File: src/rtl/mmh2_pkg.sv
`default_nettype none

package mmh2_pkg;

  // Mixing multiplier and shift amounts of the hash.
  localparam logic [31:0] MIX_M = 32'h5bd1_e995;
  localparam int unsigned MIX_R = 24;
  localparam int unsigned FIN_A = 13;
  localparam int unsigned FIN_B = 15;

  // Default depth of the queue between front and back (a power of two, at least 2).
  localparam int unsigned QUEUE_DEPTH = 2;

  // How the back end treats the word of a beat.
  typedef enum logic [1:0] {
    KIND_NONE,
    KIND_FULL,
    KIND_TAIL
  } word_kind_t;

  // One classified beat as it travels from the front to the back.
  typedef struct packed {
    logic        first;
    logic        last;
    word_kind_t  kind;
    logic [31:0] seed_len;
    logic [31:0] word;
  } entry_t;

  // Back end sequencer states.
  typedef enum logic {
    ST_RUN,
    ST_FIN
  } back_state_t;

endpackage

`default_nettype wire

File: src/rtl/mmh2_front.sv
`default_nettype none

module mmh2_front (
  input  wire                  clk,
  input  wire                  rst_n,
  input  wire                  in_valid,
  output logic                 in_ready,
  input  wire                  in_first_word,
  input  wire                  in_last_word,
  input  wire  [31:0]          in_data_word,
  input  wire  [2:0]           in_valid_bytes,
  input  wire  [31:0]          in_message_length,
  input  wire  [31:0]          seed,
  input  wire                  q_full,
  output logic                 q_push,
  output mmh2_pkg::entry_t     q_entry
);

  logic             s1_v_r, s1_v_nxt;
  logic             s2_v_r, s2_v_nxt;
  mmh2_pkg::entry_t s1_r, s1_nxt;
  mmh2_pkg::entry_t s2_r, s2_nxt;
  logic             s1_adv;
  logic             s2_ready;
  logic             in_acc;
  logic [31:0]      tail_mask;
  logic [31:0]      k2_src;

  // Stage handshakes: the second stage drains into the queue when it has room.
  assign q_push   = s2_v_r && !q_full;
  assign s2_ready = !s2_v_r || !q_full;
  assign s1_adv   = s1_v_r && s2_ready;
  assign in_ready = !s1_v_r || s2_ready;
  assign in_acc   = in_valid && in_ready;
  assign q_entry  = s2_r;

  // Classify the beat by its byte count and start the word mix.
  always_comb begin
    tail_mask           = 32'h0000_0000;
    s1_nxt.first        = in_first_word;
    s1_nxt.last         = in_last_word;
    s1_nxt.seed_len     = seed ^ in_message_length;
    unique case (in_valid_bytes) inside
      3'd0: begin
        s1_nxt.kind = mmh2_pkg::KIND_NONE;
      end
      3'd1, 3'd2, 3'd3: begin
        s1_nxt.kind = mmh2_pkg::KIND_TAIL;
      end
      default: begin
        s1_nxt.kind = mmh2_pkg::KIND_FULL;
      end
    endcase
    case (in_valid_bytes)
      3'd1:    tail_mask = 32'h0000_00ff;
      3'd2:    tail_mask = 32'h0000_ffff;
      3'd3:    tail_mask = 32'h00ff_ffff;
      default: tail_mask = 32'h0000_0000;
    endcase
    if (s1_nxt.kind == mmh2_pkg::KIND_FULL) begin
      s1_nxt.word = in_data_word * mmh2_pkg::MIX_M;
    end else begin
      s1_nxt.word = in_data_word & tail_mask;
    end
  end

  // Second half of the word mix for full words.
  always_comb begin
    s2_nxt = s1_r;
    k2_src = s1_r.word ^ (s1_r.word >> mmh2_pkg::MIX_R);
    if (s1_r.kind == mmh2_pkg::KIND_FULL) begin
      s2_nxt.word = k2_src * mmh2_pkg::MIX_M;
    end
  end

  // Stage valid flags.
  always_comb begin
    s1_v_nxt = s1_v_r;
    if (in_acc) begin
      s1_v_nxt = 1'b1;
    end else if (s1_adv) begin
      s1_v_nxt = 1'b0;
    end
    s2_v_nxt = s2_v_r;
    if (s1_adv) begin
      s2_v_nxt = 1'b1;
    end else if (q_push) begin
      s2_v_nxt = 1'b0;
    end
  end

  always_ff @(posedge clk) begin
    if (!rst_n) begin
      s1_v_r <= 1'b0;
      s2_v_r <= 1'b0;
    end else begin
      s1_v_r <= s1_v_nxt;
      s2_v_r <= s2_v_nxt;
    end
  end

  // Stage payloads.
  always_ff @(posedge clk) begin
    if (in_acc) begin
      s1_r <= s1_nxt;
    end
    if (s1_adv) begin
      s2_r <= s2_nxt;
    end
  end

endmodule

`default_nettype wire

File: src/rtl/mmh2_queue.sv
`default_nettype none

module mmh2_queue #(
  parameter int unsigned DEPTH = mmh2_pkg::QUEUE_DEPTH
) (
  input  wire                   clk,
  input  wire                   rst_n,
  input  wire                   push,
  input  wire mmh2_pkg::entry_t push_entry,
  output logic                  full,
  input  wire                   pop,
  output mmh2_pkg::entry_t      pop_entry,
  output logic                  empty
);

  localparam int unsigned PTR_W = $clog2(DEPTH);
  localparam int unsigned CNT_W = $clog2(DEPTH + 1);

  mmh2_pkg::entry_t mem_r [DEPTH];
  logic [PTR_W-1:0] wr_ptr_r, wr_ptr_nxt;
  logic [PTR_W-1:0] rd_ptr_r, rd_ptr_nxt;
  logic [CNT_W-1:0] count_r, count_nxt;

  assign full      = (count_r == CNT_W'(DEPTH));
  assign empty     = (count_r == '0);
  assign pop_entry = mem_r[rd_ptr_r];

  // Pointer and fill count updates; the depth is a power of two so pointers wrap.
  always_comb begin
    wr_ptr_nxt = push ? wr_ptr_r + 1'b1 : wr_ptr_r;
    rd_ptr_nxt = pop ? rd_ptr_r + 1'b1 : rd_ptr_r;
    count_nxt  = count_r;
    if (push && !pop) begin
      count_nxt = count_r + 1'b1;
    end else if (pop && !push) begin
      count_nxt = count_r - 1'b1;
    end
  end

  always_ff @(posedge clk) begin
    if (!rst_n) begin
      wr_ptr_r <= '0;
      rd_ptr_r <= '0;
      count_r  <= '0;
    end else begin
      wr_ptr_r <= wr_ptr_nxt;
      rd_ptr_r <= rd_ptr_nxt;
      count_r  <= count_nxt;
    end
  end

  // Entry storage.
  always_ff @(posedge clk) begin
    if (push) begin
      mem_r[wr_ptr_r] <= push_entry;
    end
  end

  // The fill count never goes past the depth.
  a_count_bound: assert property (@(posedge clk) disable iff (!rst_n)
    count_r <= CNT_W'(DEPTH))
    else $error("queue fill count beyond depth");

  // Nothing is taken from an empty queue or pushed into a full one without a pop.
  a_no_underflow: assert property (@(posedge clk) disable iff (!rst_n)
    pop |-> !empty)
    else $error("queue pop while empty");

  a_no_overflow: assert property (@(posedge clk) disable iff (!rst_n)
    (push && full) |-> pop)
    else $error("queue push while full");

endmodule

`default_nettype wire

File: src/rtl/mmh2_back.sv
`default_nettype none

module mmh2_back (
  input  wire                   clk,
  input  wire                   rst_n,
  input  wire                   q_empty,
  input  wire mmh2_pkg::entry_t q_entry,
  output logic                  q_pop,
  output logic                  out_valid,
  input  wire                   out_ready,
  output logic [31:0]           out_hash_value
);

  mmh2_pkg::back_state_t state_r, state_nxt;
  logic [31:0] h_r, h_nxt;
  logic [31:0] out_hash_r;
  logic        out_valid_r, out_valid_nxt;
  logic        out_free;
  logic        load_out;
  logic [31:0] base;
  logic [31:0] fin_x;
  logic [31:0] mul_a;
  logic [31:0] prod;

  assign out_free       = !out_valid_r || out_ready;
  assign out_valid      = out_valid_r;
  assign out_hash_value = out_hash_r;

  // Next state.
  always_comb begin
    state_nxt = state_r;
    unique case (state_r)
      mmh2_pkg::ST_RUN: begin
        if (!q_empty && q_entry.last) begin
          state_nxt = mmh2_pkg::ST_FIN;
        end
      end
      mmh2_pkg::ST_FIN: begin
        if (out_free) begin
          state_nxt = mmh2_pkg::ST_RUN;
        end
      end
      default: state_nxt = mmh2_pkg::ST_RUN;
    endcase
  end

  // Sequencer outputs.
  always_comb begin
    q_pop    = 1'b0;
    load_out = 1'b0;
    unique case (state_r)
      mmh2_pkg::ST_RUN: q_pop    = !q_empty;
      mmh2_pkg::ST_FIN: load_out = out_free;
      default: begin
        q_pop    = 1'b0;
        load_out = 1'b0;
      end
    endcase
  end

  // One shared multiplier: hash recurrence while running, finalization otherwise.
  always_comb begin
    base  = q_entry.first ? q_entry.seed_len : h_r;
    fin_x = h_r ^ (h_r >> mmh2_pkg::FIN_A);
    if (state_r == mmh2_pkg::ST_FIN) begin
      mul_a = fin_x;
    end else if (q_entry.kind == mmh2_pkg::KIND_TAIL) begin
      mul_a = base ^ q_entry.word;
    end else begin
      mul_a = base;
    end
    prod = mul_a * mmh2_pkg::MIX_M;
  end

  // Running hash update.
  always_comb begin
    h_nxt = h_r;
    if (q_pop) begin
      case (q_entry.kind)
        mmh2_pkg::KIND_FULL: h_nxt = prod ^ q_entry.word;
        mmh2_pkg::KIND_TAIL: h_nxt = prod;
        default:             h_nxt = base;
      endcase
    end
  end

  // Result register valid flag.
  always_comb begin
    out_valid_nxt = out_valid_r;
    if (load_out) begin
      out_valid_nxt = 1'b1;
    end else if (out_ready) begin
      out_valid_nxt = 1'b0;
    end
  end

  always_ff @(posedge clk) begin
    if (!rst_n) begin
      state_r     <= mmh2_pkg::ST_RUN;
      h_r         <= '0;
      out_valid_r <= 1'b0;
    end else begin
      state_r     <= state_nxt;
      h_r         <= h_nxt;
      out_valid_r <= out_valid_nxt;
    end
  end

  // Result payload.
  always_ff @(posedge clk) begin
    if (load_out) begin
      out_hash_r <= prod ^ (prod >> mmh2_pkg::FIN_B);
    end
  end

  // Taking a last beat always leads into finalization.
  a_last_to_fin: assert property (@(posedge clk) disable iff (!rst_n)
    (q_pop && q_entry.last) |=> (state_r == mmh2_pkg::ST_FIN))
    else $error("last beat did not start finalization");

  // Finalization waits while a result is still pending.
  a_fin_waits: assert property (@(posedge clk) disable iff (!rst_n)
    (state_r == mmh2_pkg::ST_FIN && out_valid_r && !out_ready)
      |=> (state_r == mmh2_pkg::ST_FIN && $stable(out_hash_r)))
    else $error("pending result overwritten");

  // The running hash does not move during finalization.
  a_hash_hold: assert property (@(posedge clk) disable iff (!rst_n)
    (state_r == mmh2_pkg::ST_FIN) |=> $stable(h_r))
    else $error("running hash changed during finalization");

endmodule

`default_nettype wire

File: src/rtl/murmur2_hash_32_top.sv
// A beat passes front stages s1 and s2 and the queue before the back end takes it; a
// message's hash is finalized after its last beat is taken, and offered by the result register.
// Throughput: one beat per cycle inside a message unless the queue or the result side stalls; a last
// beat holds the shared back-end multiplier for finalization, and no beat leaves the queue meanwhile.
// Reset (synchronous, rst_n low): seed and running hash clear to zero, pipeline, queue
// and result register empty.
`default_nettype none

module murmur2_hash_32_top #(
  parameter int unsigned QUEUE_DEPTH = mmh2_pkg::QUEUE_DEPTH
) (
  input  wire         clk,
  input  wire         rst_n,
  input  wire         cfg_we,
  input  wire  [31:0] cfg_seed,
  input  wire         in_valid,
  output logic        in_ready,
  input  wire         in_first_word,
  input  wire         in_last_word,
  input  wire  [31:0] in_data_word,
  input  wire  [2:0]  in_valid_bytes,
  input  wire  [31:0] in_message_length,
  output logic        out_valid,
  input  wire         out_ready,
  output logic [31:0] out_hash_value
);

  logic [31:0]      seed_r;
  logic             q_push;
  logic             q_full;
  logic             q_pop;
  logic             q_empty;
  mmh2_pkg::entry_t push_entry;
  mmh2_pkg::entry_t pop_entry;

  // Seed register.
  always_ff @(posedge clk) begin
    if (!rst_n) begin
      seed_r <= '0;
    end else if (cfg_we) begin
      seed_r <= cfg_seed;
    end
  end

  // Front: accepts beats, classifies them and premixes full words.
  mmh2_front u_front (
    .clk               (clk),
    .rst_n             (rst_n),
    .in_valid          (in_valid),
    .in_ready          (in_ready),
    .in_first_word     (in_first_word),
    .in_last_word      (in_last_word),
    .in_data_word      (in_data_word),
    .in_valid_bytes    (in_valid_bytes),
    .in_message_length (in_message_length),
    .seed              (seed_r),
    .q_full            (q_full),
    .q_push            (q_push),
    .q_entry           (push_entry)
  );

  // Queue decoupling the front from the back.
  mmh2_queue #(
    .DEPTH (QUEUE_DEPTH)
  ) u_queue (
    .clk        (clk),
    .rst_n      (rst_n),
    .push       (q_push),
    .push_entry (push_entry),
    .full       (q_full),
    .pop        (q_pop),
    .pop_entry  (pop_entry),
    .empty      (q_empty)
  );

  // Back: hash recurrence, finalization and result register.
  mmh2_back u_back (
    .clk            (clk),
    .rst_n          (rst_n),
    .q_empty        (q_empty),
    .q_entry        (pop_entry),
    .q_pop          (q_pop),
    .out_valid      (out_valid),
    .out_ready      (out_ready),
    .out_hash_value (out_hash_value)
  );

endmodule

`default_nettype wire

File: config.mk
export PLATFORM = sky130hd
export DESIGN_NAME = murmur2_hash_32_top
export DESIGN_NICKNAME = d
export VERILOG_FILES = /design/src/rtl/mmh2_pkg.sv /design/src/rtl/mmh2_front.sv /design/src/rtl/mmh2_queue.sv /design/src/rtl/mmh2_back.sv /design/src/rtl/murmur2_hash_32_top.sv
export SDC_FILE = /design/constraint.sdc
export NUM_CORES = 2
export LEC_CHECK = 0
export ABC_CLOCK_PERIOD_IN_PS = 15100
export BUFFER_PORTS_ARGS = -buffer_cell sky130_fd_sc_hd__buf_4
export CAP_MARGIN = 25
export CORE_ASPECT_RATIO = 0.9
export CORE_MARGIN = 4
export CORE_UTILIZATION = 65
export DETAILED_ROUTE_END_ITERATION = 8
export GPL_TIMING_DRIVEN = 0
export HOLD_SLACK_MARGIN = 0.03
export PLACE_DENSITY = 0.83
export SLEW_MARGIN = 20
export SYNTH_ARGS = -nofsm -noshare
export SYNTH_HDL_FRONTEND = slang
export SYNTH_SLANG_ARGS = --single-unit
File: constraint.sdc
create_clock -name clk -period 15.1 [get_ports clk]
set_input_delay 1.51 -clock clk [delete_from_list [all_inputs] [get_ports clk]]
set_output_delay 1.51 -clock clk [all_outputs]
set_load 0.1 [all_outputs]
==> results.txt <==
status - finished, final reports clean
syn nets - 5207
synthesized area - 42500 µm²
Critical Path RT - 15.59 ns
Worst path slowest cell - a211oi_1
CTS buffer count - 39
# hold bufs at CTS - 0
Hold Vio Cnt, Final - 0
Via density - 5.71
most common cell after layout, fill and taps aside - inv_1
Slew headroom - 0.230
number of DRC markers in iteration 0 - 2519
cell mode on critical path - fa_1
DPL Wire Length - 87800 µm
Final period util - 0.879
DRC - 0
Skew-Pair Late Insertion Delay - 0.57 ns
vias in the first global route - 30300
commonest non-fill, non-tap cells in the layout - inv_1, ha_1, fa_1
Post-DRT Antenna Nets - 0
Final GP Congestion - 0.990
IO Port Bufs - 137
largest net degree at the start of global routing - 46
post-CTS sizing - 0
area grow syn2layout - 9.01%
initial core utilization - 0.659
Overflow after GRT - 0
Root Buffer - clkbuf_16
share of layout cells above drive strength 1 - 0.0734
clk sinks - 377
Reg2Reg Setup Slack - 1.83 ns
CTS tree - done
Cell variety after synth - 72
startpoint types - flop
clock buffer depth - 3
Async SR Flop Fraction - 0
Synth Instances - 3923
CP Class - reg -> reg
mean routed wirelength per cell - 21.3 µm
crit-path max FO - 10
Post-synth EDFFs - 304
via count - 28600
Slew Viols, Final - 0
Routed WL - 107000 µm
register area share after synthesis - 0.249
# IOs - 140
Worst-Margin Slew - 1.14 ns
Critical Path AT - 13.76 ns
# diodes - 0
syn avg cell area - 10.8 µm²
first-pass GRT wire length - 167000 µm
initial antenna violation count - 3
RSZ-0062 raised after global routing - false
Die Ht - 250 µm
Seq cells post-synth - 377
setup TNS - 0 ns
FMAX - 0.0754 GHz
Synth Warn # - 0
Setup Skew - 0.0301 ns
Final Core Density - 0.719
HP Class - reg -> reg
Die ar. - 69500 µm²
Initial DRT Pass Iterations - 6
Critical Path Sink Type - flop
fin crit period - 13.27 ns
hold slack - 0.416 ns
Post-CTS Repair Setup Buffers - 0
# setup viols final - 0
Max Cap Viol - 0
H-tree lvl count - 2
overall global routing resource usage - 0.313
Core Region - 64400 µm²
die width - 277 µm
Nets - 5409
Main synth FF type - edfxtp_1
launch point of the worst hold path - u_front.s1_r[51]$_DFFE_PP_
clock-pin slew on the worst setup and hold paths - 0.06 ns
max incr delay on CP - 0.71 ns
Placement Rows - 88
cell type report:
| cell class | instances | area [µm²] |
|---|---|---|
| buffer | 71 | 290 |
| clock buffer | 50 | 1020 |
| clock inverter | 22 | 236 |
| fill | 4419 | 18100 |
| inverter | 1035 | 3880 |
| multi-input combinational | 2440 | 27800 |
| sequential | 377 | 10600 |
| tap | 855 | 1070 |
| timing repair buffer | 161 | 1380 |
cell families after synthesis:
logic type | after synthesis | share of synthesized area
xor gates and xnor gates | 315 | 0.0689
buffers and inverters | 1106 | 0.0983
AOI/OAI and AO/OA | 417 | 0.0679
and+or+nand+nor | 429 | 0.0486
muxes | 101 | 0.0251
DFF | 377 | 0.249
adders and majority gates | 1178 | 0.442
metal layers:
layer / up-vias / part of all wire / GRT usage
met5: - / 0.00076 / 0
met4: 4 / 0.046 / 0.121
met3: 288 / 0.095 / 0.0717
met2: 1204 / 0.45 / 0.494
met1: 14100 / 0.41 / 0.425
li1: 13000 / - / -
path summary, 6_finish.rpt:
path	endpoint	cells after the start
hold / removal	u_front.q_entry[51]$_DFFE_PP_	0
setup reg to reg	u_back.h_r[31]$_SDFFE_PN0P_	39
setup / recovery	u_back.h_r[31]$_SDFFE_PN0P_	39
hold reg to reg	u_front.q_entry[51]$_DFFE_PP_	0
metrics by stage:
| stage | cells | worst slack [ns] | instance area, µm² |
|---|---|---|---|
| 4_1_cts | 5008 | 2.09 | 46300 |
| 3_5_place_dp | 4936 | 2.12 | 45000 |
| 6_report | 5011 | 1.83 | 46300 |
| 5_1_grt | 5011 | 1.38 | 46300 |
| 3_3_place_gp | 4915 | 0.689 | 44600 |
| 2_1_floorplan | 3923 | 4.54 | 42500 |
cells in the mapped netlist, types with 5 or more instances:
cell      instances  area (µm²)
inv_1          1034        3880
ha_1            642        8030
fa_1            536       10700
edfxtp_1        304        9130
xnor2_1         184        1610
nand2_1         156         586
xor2_1          119        1040
a21oi_1         112         561
nor2_1           90         338
dfxtp_1          73        1460
o21ai_0          66         330
mux2i_1          65         651
clkbuf_1         53         199
nor2b_1          51         319
a21o_1           40         300
mux2_2           34         383
a221oi_1         19         166
o21a_1           19         143
and2_1           18         113
and3_1           18         113
nand3_1          18        90.1
nor3_1           17        85.1
o31ai_1          16         120
or2_2            16         100
a21boi_0         14         105
a22o_1           14         123
nand2b_1         13        81.3
o211ai_1         13        97.6
o21bai_1         12        90.1
a32o_1           11         110
buf_1            11        41.3
a211o_1          10        87.6
a211oi_1         10        75.1
xnor3_1          10         225
a221o_1           8        80.1
nor3b_1           7        52.6
a211oi_2          6        75.1
a311oi_1          6        52.6
and3b_1           6        52.6
a31oi_1           5        31.3
nand4_1           5        31.3
state kept, by name, summed over array words and instances, names as in the netlist, named ones only:
| register | count |
|---|---|
| u_queue.mem_r | 136 |
| u_front.q_entry | 68 |
| u_front.s1_r | 68 |
| seed_r | 32 |
| u_back.h_r | 32 |
| u_back.out_hash_value | 32 |
| u_queue.count_r | 2 |
| u_back.out_valid | 1 |
| u_back.state_r | 1 |
| u_front.s1_v_r | 1 |
| u_front.s2_v_r | 1 |
| u_queue.rd_ptr_r | 1 |
| u_queue.wr_ptr_r | 1 |
worst max-delay path, delay by kind of cell, from the launching register on:
family,cells,cell delay [ns]
and+or+nand+nor,5,0.81
adders and majority gates,10,4.16
DFF,1,0.41
AOI/OAI and AO/OA,6,1.94
buffers and inverters,15,4.61
xor gates and xnor gates,2,0.85
muxes,1,0.38
Power is not shown: default switching activity piles up to over one toggle a cycle in this logic, so the estimate is an artifact.
